File: src/rtl/qab_pkg.sv
// Types and constants for the quaternion angle binning block.
// No dependencies.
`timescale 1ns / 1ps

package qab_pkg;

  localparam int QW = 16;   // quaternion component width
  localparam int AW = 34;   // product accumulators
  localparam int XW = 40;   // CORDIC x/y datapath
  localparam int ZW = 34;   // binary angle, 2^32 per turn
  localparam int BW = 5;    // bin index
  localparam int DW = 6;    // signed bin change
  localparam int SVW = 57;  // radicand width
  localparam int SRW = 29;  // root width
  localparam int SW = 30;   // clamped pitch term

  localparam logic [BW-1:0] ANGLE_BINS_RESET = 5'd18;

  localparam logic signed [XW-1:0] ONE_Q28 = 40'sd268435456;
  localparam logic signed [SW-1:0] S_MAX = 30'sd268435456;
  localparam logic signed [SW-1:0] S_MIN = -30'sd268435456;
  localparam logic [SVW-1:0] SQ_ONE = {1'b1, {(SVW-1){1'b0}}};

  localparam logic signed [ZW-1:0] QUARTER_TURN = 34'sd1073741824;
  localparam logic signed [35:0] QUARTER_TURN36 = 36'sd1073741824;
  localparam logic signed [35:0] HALF_TURN36 = 36'sd2147483648;

  localparam logic [29:0] ATAN_TURNS [24] = '{
    30'd536870912, 30'd316933406, 30'd167458907, 30'd85004756,
    30'd42667331, 30'd21354465, 30'd10679838, 30'd5340245,
    30'd2670163, 30'd1335087, 30'd667544, 30'd333772,
    30'd166886, 30'd83443, 30'd41722, 30'd20861,
    30'd10430, 30'd5215, 30'd2608, 30'd1304,
    30'd652, 30'd326, 30'd163, 30'd81
  };

  typedef logic [BW-1:0] bin_t;
  typedef logic signed [DW-1:0] delta_t;

endpackage

File: src/rtl/qab_isqrt.sv
// Iterative integer square root, two radicand bits per cycle.
// Depends on qab_pkg.
`timescale 1ns / 1ps

module qab_isqrt import qab_pkg::*; (
  input  logic           clk,
  input  logic           rst,
  input  logic           start,
  input  logic [SVW-1:0] radicand,
  output logic           done,
  output logic [SRW-1:0] root
);

  logic           busy;
  logic [SVW-1:0] rem;
  logic [SVW:0]   res;
  logic [SVW:0]   sbit;
  logic [SVW:0]   trial;

  assign trial = res + sbit;
  assign root  = res[SRW-1:0];

  always_ff @(posedge clk) begin
    if (rst) begin
      busy <= 1'b0;
      done <= 1'b0;
    end else begin
      if (start) begin
        busy <= 1'b1;
        done <= 1'b0;
        rem  <= radicand;
        res  <= '0;
        sbit <= {2'b01, {(SVW-1){1'b0}}};
      end else if (busy) begin
        if ({1'b0, rem} >= trial) begin
          rem <= rem - trial[SVW-1:0];
          res <= (res >> 1) + sbit;
        end else begin
          res <= res >> 1;
        end
        sbit <= sbit >> 2;
        if (sbit[0]) begin
          busy <= 1'b0;
          done <= 1'b1;
        end else begin
          done <= 1'b0;
        end
      end else begin
        done <= 1'b0;
      end
    end
  end

endmodule

File: config.mk
export PLATFORM = sky130hd
export DESIGN_NAME = qab_isqrt
export DESIGN_NICKNAME = d
export VERILOG_FILES = /design/src/rtl/qab_pkg.sv /design/src/rtl/qab_isqrt.sv
export SDC_FILE = /design/constraint.sdc
export NUM_CORES = 1
export LEC_CHECK = 0
export BUFFER_PORTS_ARGS = -buffer_cell sky130_fd_sc_hd__buf_2
export CORE_UTILIZATION = 55
export DETAILED_ROUTE_END_ITERATION = 16
export GPL_TIMING_DRIVEN = 0
export PLACE_DENSITY = 0.73
export SYNTH_ARGS = -nofsm -noshare
export SYNTH_HDL_FRONTEND = slang
export SYNTH_SLANG_ARGS = --single-unit
File: constraint.sdc
create_clock -name clk -period 23.9 [get_ports clk]
set_input_delay 4.78 -clock clk [delete_from_list [all_inputs] [get_ports clk]]
set_output_delay 4.78 -clock clk [all_outputs]
set_load 0.02 [all_outputs]
==> run metrics, run 1 <==
synth warn=0; hold path cells=1; WS Path Type=in2reg; Remaining DRCs=0; Post-synth top flop=edfxtp_1; antenna viol nets, final=0; Comb pwr share=42.8%; Worst setup EP type=register; CTS buffer count=17; Reg-to-Reg End=rem[13]$_DFFE_PP_; Power Density=just over 70 nW/um^2; mapped cell area=~13000 sq um; routed wire length=41150 microns; max_cap viols=0; clk sinks=approximately 150; routability congestion estimate=~1.0; post-CTS setup buffers=0; hold crit path type=reg2reg; GRT overflow=0; CP max FO=36; switching pwr=0.4262 mW; initial antenna violation count=1; Ports=90; status=complete, no violations; Fmax=about 120 MHz; Avg Inst Size Synth=~8.6 sq um; Slew headroom=approximately 30%; count leader, synth=nand2_1; Hold Crit Endpoint=done$_SDFF_PP0_; CTS max path bufs=2; flops & latches, synth=between 100 and 150; largest area contributor in the netlist=edfxtp_1; Syn Nets=~1800; number of synthesized flops with an enable pin=around 140; WL per Instance=20.39 microns; switching part of the total power=about two fifths; CTS root buf=clkbuf_16; clock share of power=about a quarter; Die X=between 150 and 200 microns; share of layout cells above drive strength 1=a little under an eighth; crit path cell chain=buf_2 > clkbuf_1 > clkbuf_1 > nor2_1 > nor2_4 > buf_12 > a21boi_4 > buf_12; vias in the first global route=around 11000; library cells used by synthesis=72; final-report hold violation count=0; setup TNS=0 ns; count of nets after finishing=about 1900; worst-margin pin slew=around 1.0 ns; Post-Route Skew=between 0.015 and 0.02 ns; CP peak stage delay=0.70 ns; Detailed Place HPWL=roughly 32000 microns; Row Count=56; Synth Instances=1573; peak supply drop=roughly 0.045 mV; top cells by area, synth=edfxtp_1 32%, ha_1 11%, nand2_1 5.2%; First-pass DRT Iterations=5; Crit-path slowest cell=clkbuf_1; post-layout min period=approximately 8 ns; CTS tree=yes; internal power=0.6380 mW; CP required=roughly 24 ns; Port-buffer cells=around 90; hold buffer count at CTS=0; Synth async-reset ratio=0%; Core Footprint=around 24000 sq um; most common library cells after synthesis=185 x nand2_1, 147 x nor2_1, 144 x edfxtp_1; CP Launch Type=input pin; area delta synth->final=11.32%; Worst-path clk slew=~0.06 ns; WP data arrival=between 8 and 9 ns; max-slew violations=0; reg-to-reg slack, setup=roughly 16 ns; Seq/Total Area, Yosys=32.40%; die area=25120 sq um; pre-CTS setup slack=15.41 ns; DIE HEIGHT=about 160 microns; Initial Util=56.71%; Vias/cell=approximately 6.3; first-pass GRT wire length=62220 microns; leakage power=5.738 nW; CTS H-tree depth=4; global-route usage over all layers=about 33%; routed vias=about 13000; Final setup viols=0; post-synth top area share=between 30% and 40%; post_cts resized=0; reg2reg path depth=23; Starting DRT DRC Count=~1200; unrepaired setup endpoints after global routing=no; HP Start=busy$_SDFF_PP0_; Seq pwr share=between 30 and 40%; Reg2Reg Launch Point=res[28]$_SDFFCE_PP0P_; Worst-Skew Late Latency=between 0.4 and 0.5 ns; Layout Utilization=63.13%; final worst slack=around 16 ns; largest net degree at the start of global routing=37; final period utilization=about a third
-- worst max-delay path: cells and delay by family --
family | cells | cell delay [ns]
compound gates | 1 | 0.48
buf+inv | 5 | 2.00
simple gates | 2 | 0.87
-- cell families after synthesis --
family          Yosys count  share of synthesized area [%]
xor+xnor                144                          9.419
compound gates          493                          23.30
buf+inv                 122                          4.319
fa+ha+maj               118                          11.02
simple gates            538                          18.62
flops                   146                          32.40
mux                      12                         0.9289
-- layer usage --
metal	share of wire, %	global-route usage [%]	vias up
met4	2.2	9.936	0
li1	-	-	6063
met5	0	0	-
met2	43	50.27	584
met1	46	47.67	5936
met3	8.9	6.042	59
-- registers in the layout, indices dropped and copies added (netlist names) --
name	cells
sbit	29
done	1
rem	57
busy	1
res	58
-- stage by stage --
| step | cells | hold WS [ns] | cell area (sq um) | power, mW |
|---|---|---|---|---|
| 4_1_cts | 2017 | 0.4890 | 14990 | 1.057 |
| 6_report | 2018 | 0.4878 | 14990 | 1.064 |
| 5_1_grt | 2017 | 0.4940 | 14990 | 1.123 |
| 3_3_place_gp | 1981 | 0.4744 | 14310 | 0.7834 |
| 3_5_place_dp | 1985 | 0.4810 | 14420 | 0.7891 |
| 2_1_floorplan | 1573 | 0.4596 | 13470 | 0.6707 |
-- area by class of cell --
cell class | count | area, sq um
diodes | 1 | 2.502
plain buffers | 94 | 476.7
clock buffers | 20 | 446.7
clock inverters | 12 | 125.1
fillers | 2098 | 8758
inverters | 28 | 105.1
multi-input cells | 1305 | 8542
flip-flops and latches | 146 | 4364
well taps | 319 | 399.1
repair buffers | 93 | 533.0
-- power groups by stage --
stage / logic (mW) / registers, mW / clock network (mW)
6_report: 0.456 / 0.341 / 0.267
5_1_grt: 0.502 / 0.343 / 0.278
4_1_cts: 0.448 / 0.340 / 0.269
3_5_place_dp: 0.444 / 0.345 / 0
3_3_place_gp: 0.435 / 0.348 / 0
2_1_floorplan: 0.333 / 0.338 / 0
-- worst max path at each step --
stage               slack [ns]                end  cells past startpoint  start
floorplan                 9.90   rem[0]$_DFFE_PP_                      5  start
global placement          5.35  rem[13]$_DFFE_PP_                      6  start
detailed placement       15.41  rem[13]$_DFFE_PP_                      8  start
CTS                      15.85  rem[18]$_DFFE_PP_                      8  start
global route             15.77  rem[18]$_DFFE_PP_                      8  start
finish                   15.80  rem[13]$_DFFE_PP_                      8  start
-- cell usage in the layout, fill, tap and decap left out, types with 10 or more instances in the layout --
master	Yosys	final
nand2_1	185	185
nor2_1	147	146
edfxtp_1	144	144
o21ai_0	124	124
ha_1	117	117
a21oi_1	115	115
buf_2	11	100
xor2_1	77	77
xnor2_1	66	66
a31oi_1	56	56
clkbuf_1	52	54
nor2b_1	46	46
a21o_1	37	37
a211oi_1	34	34
nand4_1	32	32
nor3_1	31	31
o21bai_1	30	30
buf_4	29	29
inv_1	28	28
nand3_1	27	27
clkbuf_16	0	17
a31o_2	16	16
o31ai_1	16	16
or3_1	14	14
o211ai_1	10	10
nand2b_1	10	10
No activity file was read; power rests on OpenSTA's default activity.
==> run 2: changes to the inputs <==
--- a/config.mk
+++ b/config.mk
@@ -5,6 +5,7 @@
 export SDC_FILE = /design/constraint.sdc
 export NUM_CORES = 1
 export LEC_CHECK = 0
+export ABC_AREA = 1
 export BUFFER_PORTS_ARGS = -buffer_cell sky130_fd_sc_hd__buf_2
 export CORE_UTILIZATION = 55
 export DETAILED_ROUTE_END_ITERATION = 16
==> constraint.sdc (replaced) <==
create_clock -name clk -period 8.3 [get_ports clk]
set_input_delay 1.66 -clock clk [delete_from_list [all_inputs] [get_ports clk]]
set_output_delay 1.66 -clock clk [all_outputs]
set_load 0.02 [all_outputs]
==> run 2 against run 1 <==
  * Wire length increased by 55%
  * Critical path depth rose by 24
  * Area after synthesis up 24%
  * Sequential share of layout area fell by 5.3 points
  * First-iteration DRC count increased by 78%
  * Via count is 47% higher
  * Critical path type is now reg2reg
==> run metrics, run 2 <==
Initial Util=56.19%; DIE HEIGHT=approximately 180 microns; synth warn=0; max-slew violations=0; Total Power=approximately 3.5 mW; Synth async-reset ratio=0%; Post-synth top flop=edfxtp_1; buffers and inverters on the worst path=5; Row Count=63; Power Density=about 190 nW/um^2; initial antenna violation count=0; CP delay by family, top=simple AND/OR/NAND/NOR gates; first-pass GRT wire length=roughly 96000 microns; mapped cell area=~17000 sq um; Remaining DRCs=0; vias in the first global route=17620; worst-margin pin slew=between 1 and 1.5 ns; CTS H-tree depth=4; max reg flops=between 50 and 60; Detailed Place HPWL=between 50000 and 60000 microns; Port-buffer cells=89; CTS max path bufs=2; antenna viol nets, final=0; Avg Inst Size Synth=between 6 and 7 sq um; most frequent cells in the layout=693 x nand2_1, 331 x inv_1, 306 x nor2_1; Starting DRT DRC Count=2163; Cell Count, Final, Fillers Out=approximately 3100; biggest regs=res: 58 flops, rem: 57 flops, sbit: 29 flops; routed vias=about 19000; hold buffer count at CTS=0; largest area contributor in the netlist=edfxtp_1; count leader, synth=nand2_1; top cells by area, synth=edfxtp_1 26%, nand2_1 16%, ha_1 8.8%; Synth Instances=2579; Die X=around 180 microns; status=complete, no violations; peak supply drop=0.1623 mV; share of layout cells above drive strength 1=8.577%; most common library cells after synthesis=693 x nand2_1, 331 x inv_1, 306 x nor2_1; WP data arrival=approximately 6.4 ns; routability congestion estimate=between 1 and 1.5; final period utilization=about three quarters; GRT overflow=0; Worst-Skew Late Latency=~0.47 ns; CTS root buf=clkbuf_16; Worst-path clk slew=approximately 0.070 ns; CP required=about 8.5 ns; ANT cells=0; routed wire length=63710 microns; Syn Nets=about 2800; library cells used by synthesis=50; hold crit path type=reg2reg; Top reg by flops=res; leakage power=approximately 8.0 nW; most frequent CP cell=nand2_1; number of synthesized flops with an enable pin=144; final-report hold violation count=0; First-pass DRT Iterations=7; Inst Count DP=3063; CTS buffer count=17; CP max FO=26; Vias/cell=about 6.0; Fmax=~160 MHz; Seq/Total Area, Yosys=about a quarter; die area=31060 sq um; commonest non-fill, non-tap cell in the layout=nand2_1; post-CTS setup buffers=0; Core Footprint=between 20000 and 30000 sq um; post-synth top area share=25.90%; area delta synth->final=9.688%; count of nets after finishing=approximately 2900; CP Launch Type=register; Worst setup EP type=register; Post-Route Skew=about 0.019 ns; max_cap viols=0; unrepaired setup endpoints after global routing=no; Final setup viols=0; WS Path Type=reg2reg; WL per Instance=about 21 microns; clk sinks=between 100 and 150; flops & latches, synth=about 150; Ports=90; Crit-path slowest cell=edfxtp_1; largest net degree at the start of global routing=30; CP peak stage delay=about 0.56 ns; Hold Slack=approximately 0.54 ns; post_cts resized=0; global-route usage over all layers=between 40% and 50%; Slew headroom=between 20 and 25%; post-layout min period=roughly 6.2 ns; CTS tree=yes
## run 2: worst paths after layout
check | start | endpoint | slack (ns) | depth (start not counted)
hold / removal | busy$_SDFF_PP0_ | done$_SDFF_PP0_ | 0.54 | 2
setup / recovery | res[6]$_SDFFCE_PP0P_ | rem[48]$_DFFE_PP_ | 2.07 | 32
hold reg to reg | busy$_SDFF_PP0_ | done$_SDFF_PP0_ | 0.54 | 2
setup reg to reg | res[6]$_SDFFCE_PP0P_ | rem[48]$_DFFE_PP_ | 2.07 | 32
## run 2: final cells by class
type	instances	area, sq um
Buffer	71	459.2
Sequential cell	146	4364
Multi-Input combinational cell	2029	10640
Clock buffer	18	429.2
Clock inverter	14	128.9
Timing Repair Buffer	94	553.0
Tap cell	390	488.0
Inverter	333	1250
Fill cell	2832	11400
## run 2: per-stage QoR
| stage | setup TNS [ns] | worst slack [ns] | cell area (sq um) | utilization [%] |
|---|---|---|---|---|
| after detailed placement | 0 | 2.292 | 17760 | 59.76 |
| final | 0 | 2.065 | 18320 | 61.64 |
| after floorplan | 0 | 1.467 | 16700 | - |
| after global placement | -62.08 | -1.094 | 17640 | 59.34 |
| after CTS | 0 | 2.234 | 18320 | 61.64 |
| after global routing | 0 | 1.875 | 18320 | 61.64 |
## run 2: worst min-delay path: stages, from the launching register on
cell	delay, ns
dfxtp_1	0.31
inv_1	0.12
nor3_1	0.07
## run 2: cells by family (layout without fill, tap and decap cells)
family                     count (synthesis)  in the layout  synth area share, %
and+or+nand+nor                         1323           1323                33.46
AOI/OAI and AO/OA                        482            482                15.72
buffers and inverters                    404            530                10.24
DFF                                      146            146                26.14
adders and majority gates                118            118                8.887
xor gates and xnor gates                 106            106                5.560
## run 2: power by group
| part | total [mW] | internal [mW] | switching [mW] |
|---|---|---|---|
| Clock | 0.783 | 0.416 | 0.366 |
| Combinational | 1.72 | 0.569 | 1.15 |
| Sequential | 1.00 | 0.915 | 0.0872 |
## run 2: per-layer routing
metal / GRT usage (%) / part of all wire, % / wire [microns]
met2: 70.26 / 47 / 30110
met5: 0 / 0 / 0
met1: 49.16 / 38 / 24310
met3: 5.771 / 8.8 / 5600
met4: 24.06 / 5.8 / 3686
